File: config.mk
export PLATFORM = sky130hd
export DESIGN_NAME = sal_queue
export DESIGN_NICKNAME = d
export VERILOG_FILES = /design/src/sv/sal_queue.sv
export SDC_FILE = /design/constraint.sdc
export NUM_CORES = 1
export LEC_CHECK = 0
export BUFFER_PORTS_ARGS = -buffer_cell sky130_fd_sc_hd__buf_2
export CAP_MARGIN = 20
export CORE_AREA = 2 2 45 47
export CTS_BUF_LIST = sky130_fd_sc_hd__clkbuf_8
export DETAILED_ROUTE_END_ITERATION = 7
export DIE_AREA = 0 0 47 49
export MAX_ROUTING_LAYER = met4
export PLACE_DENSITY = 0.72
export SLEW_MARGIN = 20
export SYNTH_ARGS = -nofsm -noshare
export SYNTH_HDL_FRONTEND = slang
export SYNTH_SLANG_ARGS = --single-unit
File: constraint.sdc
create_clock -name i_clk -period 1.5 [get_ports i_clk]
set_input_delay 0.15 -clock i_clk [delete_from_list [all_inputs] [get_ports i_clk]]
set_output_delay 0.15 -clock i_clk [all_outputs]
set_load 0.01 [all_outputs]
File: src/sv/sal_queue.sv
// Short FIFO between the classifying front end and the lookup back end.
// No dependencies.
module sal_queue #(
    parameter int WIDTH = 8,
    parameter int DEPTH = 2
) (
    input  logic             i_clk,
    input  logic             i_rst_n,
    input  logic             i_push,
    input  logic [WIDTH-1:0] i_data,
    output logic             o_full,
    input  logic             i_pop,
    output logic             o_valid,
    output logic [WIDTH-1:0] o_data
);
    localparam int PW = (DEPTH > 1) ? $clog2(DEPTH) : 1;
    localparam int CW = $clog2(DEPTH + 1);
    localparam logic [PW-1:0] LAST_PTR = PW'(DEPTH - 1);

    logic [WIDTH-1:0] r_mem [DEPTH];
    logic [PW-1:0]    r_wptr, r_rptr;
    logic [CW-1:0]    r_count;
    logic             push_ok, pop_ok;

    assign o_full  = (r_count == CW'(DEPTH));
    assign o_valid = (r_count != '0);
    assign o_data  = r_mem[r_rptr];
    assign push_ok = i_push && !o_full;
    assign pop_ok  = i_pop && o_valid;

    // Storage
    always_ff @(posedge i_clk) begin
        if (push_ok) begin
            r_mem[r_wptr] <= i_data;
        end
    end

    // Pointers and fill count
    always_ff @(posedge i_clk) begin
        if (!i_rst_n) begin
            r_wptr  <= '0;
            r_rptr  <= '0;
            r_count <= '0;
        end else begin
            if (push_ok) begin
                r_wptr <= (r_wptr == LAST_PTR) ? '0 : r_wptr + 1'b1;
            end
            if (pop_ok) begin
                r_rptr <= (r_rptr == LAST_PTR) ? '0 : r_rptr + 1'b1;
            end
            if (push_ok && !pop_ok) begin
                r_count <= r_count + 1'b1;
            end else if (pop_ok && !push_ok) begin
                r_count <= r_count - 1'b1;
            end
        end
    end
endmodule

==> key figures <==
Status
  • Status: completed

Power
  • Max rail drop VDD: 0.815 mV
  • PwrDens: ~1700 nW/µm²
  • Leakage power: ~0.42 nW

STA
  • Final period util: 96.5%
  • Setup-failing EPs final: 0
  • Pins Over Slew Limit: 0
  • Hold Vio Cnt, Final: 0
  • Clk_skew: a little under 0.007 ns
  • RSZ-0062 raised after global routing: yes
  • Highest clock rate: 0.691 GHz
  • Max-slew headroom: 74.6%
  • Tmin final: between 1 and 1.5 ns
  • Total negative slack: 0 ns
  • Slew @ Worst Pin: between 0.3 and 0.4 ns

Logic synthesis
  • Synthesized area per cell: around 16 µm²
  • Sequential share of the synthesized area: 72.0%
  • Synth unique cells: 17
  • Mapped cell area: 806 µm²
  • Most area-consuming cells after synthesis: edfxtp_1, dfxtp_1, mux2_2, xor2_1, nor2_1
  • Dominant cell type by area after synthesis: edfxtp_1
  • Mapped Nets: 64
  • #FFs+latches synth: 21
  • Synthesis Warnings: 0
  • Area fraction of the dominant cell type after synthesis: 59.6%
  • Synthesized netlist cell count: 51

Worst hold path
  • Worst hold path type: in2reg

Worst setup path
  • Crit. Startpoint: r_count[0]
  • Worst setup path end: r_count[1]
  • Worst R2R Path Depth: 7
  • FF-to-FF End: r_count[1]
  • Worst-path fanout max: 3
  • CP Class: reg2reg
  • Worst reg-to-reg setup slack: 0.05 ns
  • Critical path required time: approximately 1.7 ns
  • Crit path capture type: flop
  • Critical Path Start Type: flop
  • WP data arrival: 1.63 ns
  • Worst R2R Start: r_count[0]

CTS
  • Clock Tree Root: clkbuf_8
  • Clock Latency Late Sink: 0.26 ns
  • Register clock-pin slew on the reported worst setup and hold paths: 0.07 ns
  • Hold buffer count at CTS: 0
  • CTS Buf Count: 3
  • CTS tree: yes
  • H-tree depth: 1
  • Clock buffer depth: 2
  • Count of clock tree sinks: 21

Global route
  • Initial antenna violation count: 0
  • Remaining global-route overflow: 0
  • First-pass GRT wire length: 2020 µm
  • Total Routing Usage GR: 13.7%
  • Vias in the first global route: 496
  • Largest net degree at the start of global routing: 13

Routing
  • Final WL: about 1300 µm
  • Drc violations: 0
  • Drt pass-1 iters: 2
  • Final antenna-violating net count: 0
  • Drt via density: approximately 4.5
  • Routed len/inst: 12.1 µm
  • Initial DRC count: 2
  • Vias after detailed routing: 475

Die
  • Die span in x: 47 µm
  • Core ar.: 1840 µm²
  • Die Height: 49 µm
  • Io pins: 22
  • Starting Density: approximately 44%
  • Rows: 16
  • Die area: 2300 µm²

Final layout
  • Final Cell Area: 1030 µm²
  • Fillers: 162
  • Post-layout util: a little under three fifths
  • Post-layout net count: 93
  • Layout cell share with drive strength beyond 1: 57.0%
  • Area Growth Syn to Fin: 28.3%
  • Number of inserted diodes: 0

Place
  • Port bufs: 21
  • Placed instance area: 962 µm²
  • Placer Congestion: 0.726

Flow run
  • Max Cap Viol: 0
[layer usage]
layer | vias up | track usage [%] | wire length [µm]
met5 | - | - | 0
met4 | 0 | 11.1 | 45
met3 | 4 | 3.33 | 63
met2 | 16 | 21.0 | 661
met1 | 218 | 13.9 | 514
li1 | 237 | - | -
[power breakdown]
group | internal, mW | leakage (nW) | switching, mW
combinational | 0.305 | 0.207 | 0.272
sequential | 0.750 | 0.192 | 0.0737
clock | 0.185 | 0.0255 | 0.170
[cell families (layout without fill, tap and decap cells)]
logic type      after synthesis  in the layout  synth area share, %
buf+inv                       4             32                 2.02
flops                        21             21                 72.1
mux                           8              8                 11.2
xor+xnor                      3              3                 3.26
fa+ha+maj                     1              1                 1.55
simple gates                  9              9                 6.21
compound gates                5              5                 3.73
[worst min path at each step]
stage	to	cells after the start	startpoint	slack (ns)
after floorplan	r_mem[0][0]	0	i_data[0]	0.25
after global placement	r_mem[0][2]	1	i_data[2]	0.34
after detailed placement	r_mem[1][6]	1	i_data[6]	0.34
after CTS	r_mem[1][0]	1	i_data[0]	0.07
after global routing	r_mem[1][5]	1	i_data[5]	0.07
final	r_mem[1][0]	1	i_data[0]	0.08
[worst max-delay path, stage by stage, from the launching register on]
cell and delay [ns]:
dfxtp_2 0.33, nand2b_4 0.15, inv_4 0.06, nor2_1 0.04, ha_1 0.20, xor2_1 0.16, or3_1 0.33, a21oi_2 0.11
[through the flow]
step / setup WS [ns] / total power [mW] / std cells / hold slack (ns)
after global routing: -0.0248 / 1.87 / 106 / 0.0650
after floorplan: 0.0169 / 1.15 / 51 / 0.249
after detailed placement: 0.0154 / 1.35 / 101 / 0.342
after CTS: 0.00164 / 1.73 / 106 / 0.0705
final: 0.0530 / 1.76 / 106 / 0.0767
after global placement: 0.0619 / 1.33 / 101 / 0.339
[repair_timing]
| item | in CTS | in global routing |
|---|---|---|
| gates resized for setup | 0 | 6 |
| setup buffers | 1 | 0 |
| setup endpoints to repair | 1 | 9 |
| pin swaps | 1 | 2 |
[cells in the mapped netlist]
cell	instances
nor2_1	4
o21a_1	1
a21boi_0	1
nand2b_1	1
dfxtp_1	5
a21oi_1	1
buf_2	1
or3_1	1
nor3_2	1
inv_1	3
edfxtp_1	16
and3_1	1
xor2_1	3
mux2_2	8
or2_2	1
o21ai_0	2
ha_1	1
[sequential cells by signal, summed over array words and instances (netlist names), named ones only]
signal / count
r_count: 2
r_rptr: 1
r_mem: 16
r_wptr: 1
[cell usage in the layout (no fill, tap or decap)]
master,count
dfxtp_2,3
o21a_1,1
a21boi_0,1
o21ai_0,2
mux2_2,8
nor3_2,1
buf_2,21
and3_1,1
a21oi_2,1
inv_4,1
buf_4,4
clkbuf_8,3
inv_1,2
xor2_1,3
edfxtp_1,16
or2_2,1
ha_1,1
or3_1,1
dfxtp_1,2
nand2b_4,1
clkinv_2,1
nor2_1,4
[final cells by class]
| type | count | area [µm²] | area share [%] |
|---|---|---|---|
| flip-flops and latches | 21 | 584 | 56.5 |
| well taps | 27 | 33.8 | 3.27 |
| repair buffers | 25 | 135 | 13.1 |
| multi-input cells | 26 | 220 | 21.3 |
| clock inverters | 1 | 5.00 | 0.484 |
| inverters | 3 | 13.8 | 1.33 |
| clock buffers | 3 | 41.3 | 4.00 |
Note: power is estimated with default switching activity, not from simulation.
