**src/sv/sal_pkg.sv**
```systemverilog
// Shared types and constants for the set-associative LRU tag store.
// No dependencies; imported by the interfaces and the top, front and back modules.
package sal_pkg;

    // Fixed field widths
    localparam int ADDR_W      = 64;
    localparam int OP_W        = 2;
    localparam int HITS_W      = 2;
    localparam int RES_CNT_W   = 32;
    localparam int CFG_DATA_W  = 32;
    localparam int CFG_ADDR_W  = 4;
    localparam int QUEUE_DEPTH = 2;

    // Access opcodes
    localparam logic [OP_W-1:0] OP_FETCH  = 2'd0;
    localparam logic [OP_W-1:0] OP_LOAD   = 2'd1;
    localparam logic [OP_W-1:0] OP_STORE  = 2'd2;
    localparam logic [OP_W-1:0] OP_MODIFY = 2'd3;

    // Register indexes (word address paddr[3:2])
    localparam logic [1:0] REG_SET_BITS    = 2'd0;
    localparam logic [1:0] REG_OFFSET_BITS = 2'd1;
    localparam logic [1:0] REG_WAYS        = 2'd2;

    // Register reset values
    localparam logic [2:0] RST_SET_BITS    = 3'd4;
    localparam logic [4:0] RST_OFFSET_BITS = 5'd4;
    localparam logic [3:0] RST_WAYS        = 4'd1;

    typedef struct packed {
        logic [2:0] set_bits;
        logic [4:0] offset_bits;
        logic [3:0] ways;
    } t_cfg;

    typedef enum logic [1:0] {
        BK_CLEAR,
        BK_IDLE,
        BK_EVAL,
        BK_WRITE
    } t_back_state;

endpackage

```
**src/sv/sal_if.sv**
```systemverilog
// Valid/ready channel interfaces: access requests in, lookup results out.
// Depends on sal_pkg for field widths.
interface sal_req_if import sal_pkg::*; ();
    logic                  valid;
    logic                  ready;
    logic [OP_W-1:0]       opcode;
    logic [ADDR_W-1:0]     address;

    modport source (output valid, opcode, address, input ready);
    modport sink   (input valid, opcode, address, output ready);
endinterface


```
**src/sv/sal_front.sv**
```systemverilog
// Front end: APB configuration registers, request intake, address split.
// Depends on sal_pkg and sal_req_if; feeds sal_queue.
module sal_front import sal_pkg::*; #(
    parameter int MAX_SET_BITS = 6
) (
    input  logic                  i_clk,
    input  logic                  i_rst_n,
    // configuration port
    input  logic                  psel,
    input  logic                  penable,
    input  logic                  pwrite,
    input  logic [CFG_ADDR_W-1:0] paddr,
    input  logic [CFG_DATA_W-1:0] pwdata,
    output logic [CFG_DATA_W-1:0] prdata,
    output logic                  pready,
    output t_cfg                  o_cfg,
    // request channel
    sal_req_if.sink               i_req,
    // queue side
    input  logic                  i_clearing,
    input  logic                  i_q_full,
    output logic                  o_push,
    output logic [1 + ADDR_W + ((MAX_SET_BITS > 0) ? MAX_SET_BITS : 1) - 1:0] o_entry
);
    localparam int SET_AW = (MAX_SET_BITS > 0) ? MAX_SET_BITS : 1;

    t_cfg              r_cfg;
    logic              cfg_wr;
    logic [3:0]        s_eff;
    logic [5:0]        tag_shift;
    logic [ADDR_W-1:0] addr_off;
    logic [ADDR_W-1:0] tag;
    logic [SET_AW-1:0] set_mask;
    logic [SET_AW-1:0] set_idx;
    logic              is_data;
    logic              accept;

    // Register writes
    assign pready = 1'b1;
    assign cfg_wr = psel && penable && pwrite && pready;

    always_ff @(posedge i_clk) begin
        if (!i_rst_n) begin
            r_cfg.set_bits    <= RST_SET_BITS;
            r_cfg.offset_bits <= RST_OFFSET_BITS;
            r_cfg.ways        <= RST_WAYS;
        end else if (cfg_wr) begin
            unique case (paddr[3:2])
                REG_SET_BITS:    r_cfg.set_bits    <= pwdata[2:0];
                REG_OFFSET_BITS: r_cfg.offset_bits <= pwdata[4:0];
                REG_WAYS:        r_cfg.ways        <= pwdata[3:0];
                default: ;
            endcase
        end
    end

    // Register reads
    always_comb begin
        unique case (paddr[3:2])
            REG_SET_BITS:    prdata = CFG_DATA_W'(r_cfg.set_bits);
            REG_OFFSET_BITS: prdata = CFG_DATA_W'(r_cfg.offset_bits);
            REG_WAYS:        prdata = CFG_DATA_W'(r_cfg.ways);
            default:         prdata = '0;
        endcase
    end

    assign o_cfg = r_cfg;

    // Address split: offset | set | tag
    always_comb begin
        s_eff = ({1'b0, r_cfg.set_bits} > 4'(MAX_SET_BITS)) ? 4'(MAX_SET_BITS)
                                                             : {1'b0, r_cfg.set_bits};
        tag_shift = 6'(s_eff) + 6'(r_cfg.offset_bits);
        tag       = i_req.address >> tag_shift;
        addr_off  = i_req.address >> r_cfg.offset_bits;
        for (int i = 0; i < SET_AW; i++) begin
            set_mask[i] = (4'(i) < s_eff);
        end
        set_idx = addr_off[SET_AW-1:0] & set_mask;
    end

    // Classify: fetches are taken and dropped
    always_comb begin
        case (i_req.opcode) inside
            OP_LOAD, OP_STORE, OP_MODIFY: is_data = 1'b1;
            default:                      is_data = 1'b0;
        endcase
    end

    assign i_req.ready = !i_clearing && !i_q_full;
    assign accept      = i_req.valid && i_req.ready;
    assign o_push      = accept && is_data;
    assign o_entry     = {(i_req.opcode == OP_MODIFY), tag, set_idx};
endmodule

```
**src/flat_wrapper.sv**
```systemverilog
// flat-port wrapper written by rule: the top's interface ports become plain ports
module sal_front_flat import sal_pkg::*;
#(
    parameter int MAX_SET_BITS = 6
)
  (i_clk, i_rst_n, psel, penable, pwrite, paddr, pwdata, prdata, pready, o_cfg, i_clearing, i_q_full, o_push, o_entry, i_req_valid, i_req_opcode, i_req_address, i_req_ready);
  sal_req_if i_req_i ();
  input  logic i_clk;
  input  logic i_rst_n;
  input  logic psel;
  input  logic penable;
  input  logic pwrite;
  input  logic [CFG_ADDR_W-1:0] paddr;
  input  logic [CFG_DATA_W-1:0] pwdata;
  output logic [CFG_DATA_W-1:0] prdata;
  output logic pready;
  output t_cfg o_cfg;
  input  logic i_clearing;
  input  logic i_q_full;
  output logic o_push;
  output logic [1 + ADDR_W + ((MAX_SET_BITS > 0) ? MAX_SET_BITS : 1) - 1:0] o_entry;
  input wire logic [$bits(i_req_i.valid)-1:0] i_req_valid;
  input wire logic [$bits(i_req_i.opcode)-1:0] i_req_opcode;
  input wire logic [$bits(i_req_i.address)-1:0] i_req_address;
  output wire logic [$bits(i_req_i.ready)-1:0] i_req_ready;
  assign i_req_i.valid = i_req_valid;
  assign i_req_i.opcode = i_req_opcode;
  assign i_req_i.address = i_req_address;
  assign i_req_ready = i_req_i.ready;
  sal_front #(.MAX_SET_BITS(MAX_SET_BITS)) u_core (.i_clk(i_clk), .i_rst_n(i_rst_n), .psel(psel), .penable(penable), .pwrite(pwrite), .paddr(paddr), .pwdata(pwdata), .prdata(prdata), .pready(pready), .o_cfg(o_cfg), .i_req(i_req_i), .i_clearing(i_clearing), .i_q_full(i_q_full), .o_push(o_push), .o_entry(o_entry));
endmodule
```
**config.mk**
```make
export PLATFORM = sky130hd
export DESIGN_NAME = sal_front_flat
export DESIGN_NICKNAME = d
export VERILOG_FILES = /design/src/sv/sal_pkg.sv /design/src/sv/sal_if.sv /design/src/sv/sal_front.sv /design/src/flat_wrapper.sv
export SDC_FILE = /design/constraint.sdc
export NUM_CORES = 1
export LEC_CHECK = 0
export CORE_MARGIN = 1.5
export CORE_UTILIZATION = 45
export DETAILED_ROUTE_END_ITERATION = 12
export DONT_BUFFER_PORTS = 1
export GPL_ROUTABILITY_DRIVEN = 0
export PLACE_DENSITY_LB_ADDON = 0.2
export SYNTH_ARGS = -nofsm -noshare
export SYNTH_HDL_FRONTEND = slang
export SYNTH_SLANG_ARGS = --single-unit
```
**constraint.sdc**
```tcl
create_clock -name i_clk -period 9.3 [get_ports i_clk]
set_input_delay 0.465 -clock i_clk [delete_from_list [all_inputs] [get_ports i_clk]]
set_output_delay 0.465 -clock i_clk [all_outputs]
set_load 0.02 [all_outputs]
```
==> summary.md <==
| Metric | Value |
|---|---|
| Hold depth | 1 |
| Hold slack final | 0.283 ns |
| Detailed Routing Iterations Pass 1 | 6 |
| Crit end category | output pin |
| Combinational group share of total power | 69.5% |
| Most used cell, CP | o21ai_0 |
| Clock Power Share | 18.9% |
| Total Routing Usage GR | 27.9% |
| Initial Utilization | 45.9% |
| Grt ovf | 0 |
| Ys Warns | 0 |
| Relative slew slack | 23.9% |
| Final setup viols | 0 |
| Post-CTS Setup Bufs | 0 |
| Arrival @ worst endpoint | 5.32 ns |
| Mapped Cells | 794 |
| Critical path fanouts, max | 47 |
| Switching power | 0.238 mW |
| Bufs on Longest Clock Path | 2 |
| Sink Count | 12 |
| Max reg flops | 12 |
| Sw Ratio | 50.7% |
| Cts bufs inserted | 3 |
| IR drop worst, VDD | 0.102 mV |
| Worst Skew | 0 ns |
| Sequential share of the synthesized area | 3.61% |
| Post-CTS sizing | 0 |
| Pins over their slew limit | 0 |
| Worst path bufs/invs | 2 |
| # IOs | 228 |
| Share of post-route cells with drive strength above 1 | 18.9% |
| PortBufs | 0 |
| Status | complete, no violations |
| Syn Std Cell Area | 6650 um2 |
| Delay of the slowest cell on the worst path | 1.11 ns |
| Antenna Cells | 0 |
| Root cell of the clock tree | clkbuf_16 |
| Cts hold-fix bufs | 0 |
| Startpoint types | register |
| DRC | 0 |
| Cell variety after synth | 59 |
| Critical-path cell list | a21boi_0, ha_2, inv_1, fa_4, buf_4, mux2i_1, o21ai_0, nor3_1, o21ai_0, a31oi_1, a221oi_1 |
| Critical path type | register to output pin |
| Setup TNS | 0 ns |
| Number of cells on the critical path | 11 |
| Synth Register Bits | 12 |
| Part of the power in registers | 11.6% |
| Pwr Density | 72.8 nW/um2 |
| EDFF count, synth | 0 |
| Vias in the first global route | 5911 |
| Initial antenna violation count | 0 |
| Avg WL per Cell | 25.1 um |
| CP top delay family | compound AO/OA/AOI/OAI gates |
| Power Total | 0.470 mW |
| Final design utilization | 44.6% |
| Vias per inst | 7.10 |
| Area Overhead vs Synth | -2.90% |
| Largest net degree at the start of global routing | 84 |
| Total Die Area | 15500 um2 |
| Clock transition at path regs | 0.04 ns |
| Final Hold Fails | 0 |
| CTS tree | built |
| Required time worst endpoint | 8.84 ns |
| # rows | 44 |
| Initial DRC Count | 842 |
| Pleak | 2.56 nW |
| Worst hold path type | input pin to register |
| Die Y | 125 um |
| Cell count of the worst reg-to-reg path | 2 |
| Antenna Nets Post-Route | 0 |
| Die Span X | 125 um |
| Async SR Flop Fraction | 0% |
| Via count of the routed design | 6451 |
| Period utilization | 62.2% |
| Post-synth top flop | dfxtp_1 |
| Minimum clock period after layout | 5.78 ns |
| Int Pwr | 0.232 mW |
| Worst slew pin tran | 1.14 ns |
| CORE AREA | 14500 um2 |
| Max Freq | 173 MHz |
| Max-cap viol count | 0 |
| Wire length of the first global-routing pass | 35.0 mm |
| Post-DP HPWL | 17.4 mm |
| Skew-Pair Late Insertion Delay | 0.24 ns |
| CTS HTree Levels | 1 |
| Final layout net count | 839 |
| RSZ-0062 raised after global routing | no |
| Fillers | 1465 |
| Final wirelength | 22.8 mm |
| Mean Syn Cell Area | 8.37 um2 |
| CP max stage cell | fa_4 |
## path summary, 6_finish.rpt
kind / slack [ns] / end / start
max reg2reg: 8.08 / u_core.o_cfg[6] / u_core.o_cfg[6]
min reg2reg: 0.64 / u_core.o_cfg[0] / u_core.o_cfg[0]
min: 0.28 / u_core.o_cfg[0] / i_rst_n
max: 3.52 / o_entry[7] / u_core.o_cfg[9]
## cells in the final DEF (no fill, tap or decap), types with 11 or more instances in the layout
cell / synthesis / routed
a21oi_1: 62 / 62
nor3_1: 18 / 17
mux4_1: 17 / 17
nor2b_1: 15 / 15
o21ai_0: 38 / 38
a31oi_1: 12 / 12
and3_1: 11 / 11
nand2_1: 91 / 91
mux2_2: 48 / 48
buf_4: 43 / 13
dfxtp_1: 12 / 11
o211ai_1: 11 / 11
mux2i_1: 99 / 99
nand3_1: 25 / 25
a211oi_1: 17 / 17
nor2_1: 62 / 62
mux4_2: 55 / 55
conb_1: 2 / 28
## cells in the mapped netlist (8+ instances only)
| master | number | share of area, % |
|---|---|---|
| a211oi_1 | 17 | 1.9 |
| a21oi_1 | 62 | 4.7 |
| a31oi_1 | 12 | 1.1 |
| and2_1 | 8 | 0.75 |
| and3_1 | 11 | 1.0 |
| buf_2 | 17 | 1.3 |
| buf_4 | 43 | 4.9 |
| buf_6 | 14 | 2.4 |
| clkbuf_1 | 32 | 1.8 |
| dfxtp_1 | 12 | 3.6 |
| mux2_2 | 48 | 8.1 |
| mux2i_1 | 99 | 15 |
| mux4_1 | 17 | 6.7 |
| mux4_2 | 55 | 19 |
| nand2_1 | 91 | 5.1 |
| nand3_1 | 25 | 1.9 |
| nor2_1 | 62 | 3.5 |
| nor2b_1 | 15 | 1.4 |
| nor3_1 | 18 | 1.4 |
| o211ai_1 | 11 | 1.2 |
| o21ai_0 | 38 | 2.9 |
| o22ai_1 | 8 | 0.75 |
## cells by family (layout without fill, tap and decap cells)
kind of cell / count (synthesis) / in the layout / synth area share [%]
simple gates: 243 / 243 / 16.5
compound gates: 189 / 189 / 18.2
buf+inv: 121 / 25 / 11.8
xor+xnor: 4 / 4 / 0.527
mux: 219 / 219 / 48.4
other cells: 2 / 28 / 0.113
fa+ha+maj: 4 / 4 / 0.866
flops: 12 / 12 / 3.61
## layout make-up
cell class	instances	area, um2	area share (%)
Multi-Input combinational cell	687	5770	89.3
Sequential cell	12	241	3.74
Tap cell	184	230	3.57
Timing Repair Buffer	13	97.6	1.51
Clock buffer	4	88.8	1.38
Inverter	8	30.0	0.465
## routing by layer
| metal | global-route usage [%] | wire length, um | part of all wire [%] | vias to the layer above |
|---|---|---|---|---|
| li1 | - | - | - | 2850 |
| met4 | 7.10 | 484 | 2.1 | 0 |
| met5 | 0 | 0 | 0 | - |
| met2 | 42.0 | 10100 | 44 | 449 |
| met1 | 40.8 | 9540 | 42 | 3110 |
| met3 | 5.41 | 2670 | 12 | 42 |
## per-stage QoR
step | setup WS (ns) | cell area [um2] | instances
2_1_floorplan | 5.25 | 6750 | 820
3_3_place_gp | 3.97 | 6370 | 904
3_5_place_dp | 3.85 | 6370 | 904
4_1_cts | 3.59 | 6450 | 908
5_1_grt | 3.26 | 6450 | 908
6_report | 3.52 | 6450 | 908
## power groups by stage
stage               Clock (mW)  Combinational (mW)  Sequential, mW
detailed placement           0               0.318          0.0553
floorplan                    0               0.272          0.0545
global route            0.0927               0.344          0.0545
global placement             0               0.316          0.0552
CTS                     0.0900               0.320          0.0543
finish                  0.0888               0.327          0.0543
Note: power is estimated with default switching activity, not from simulation.
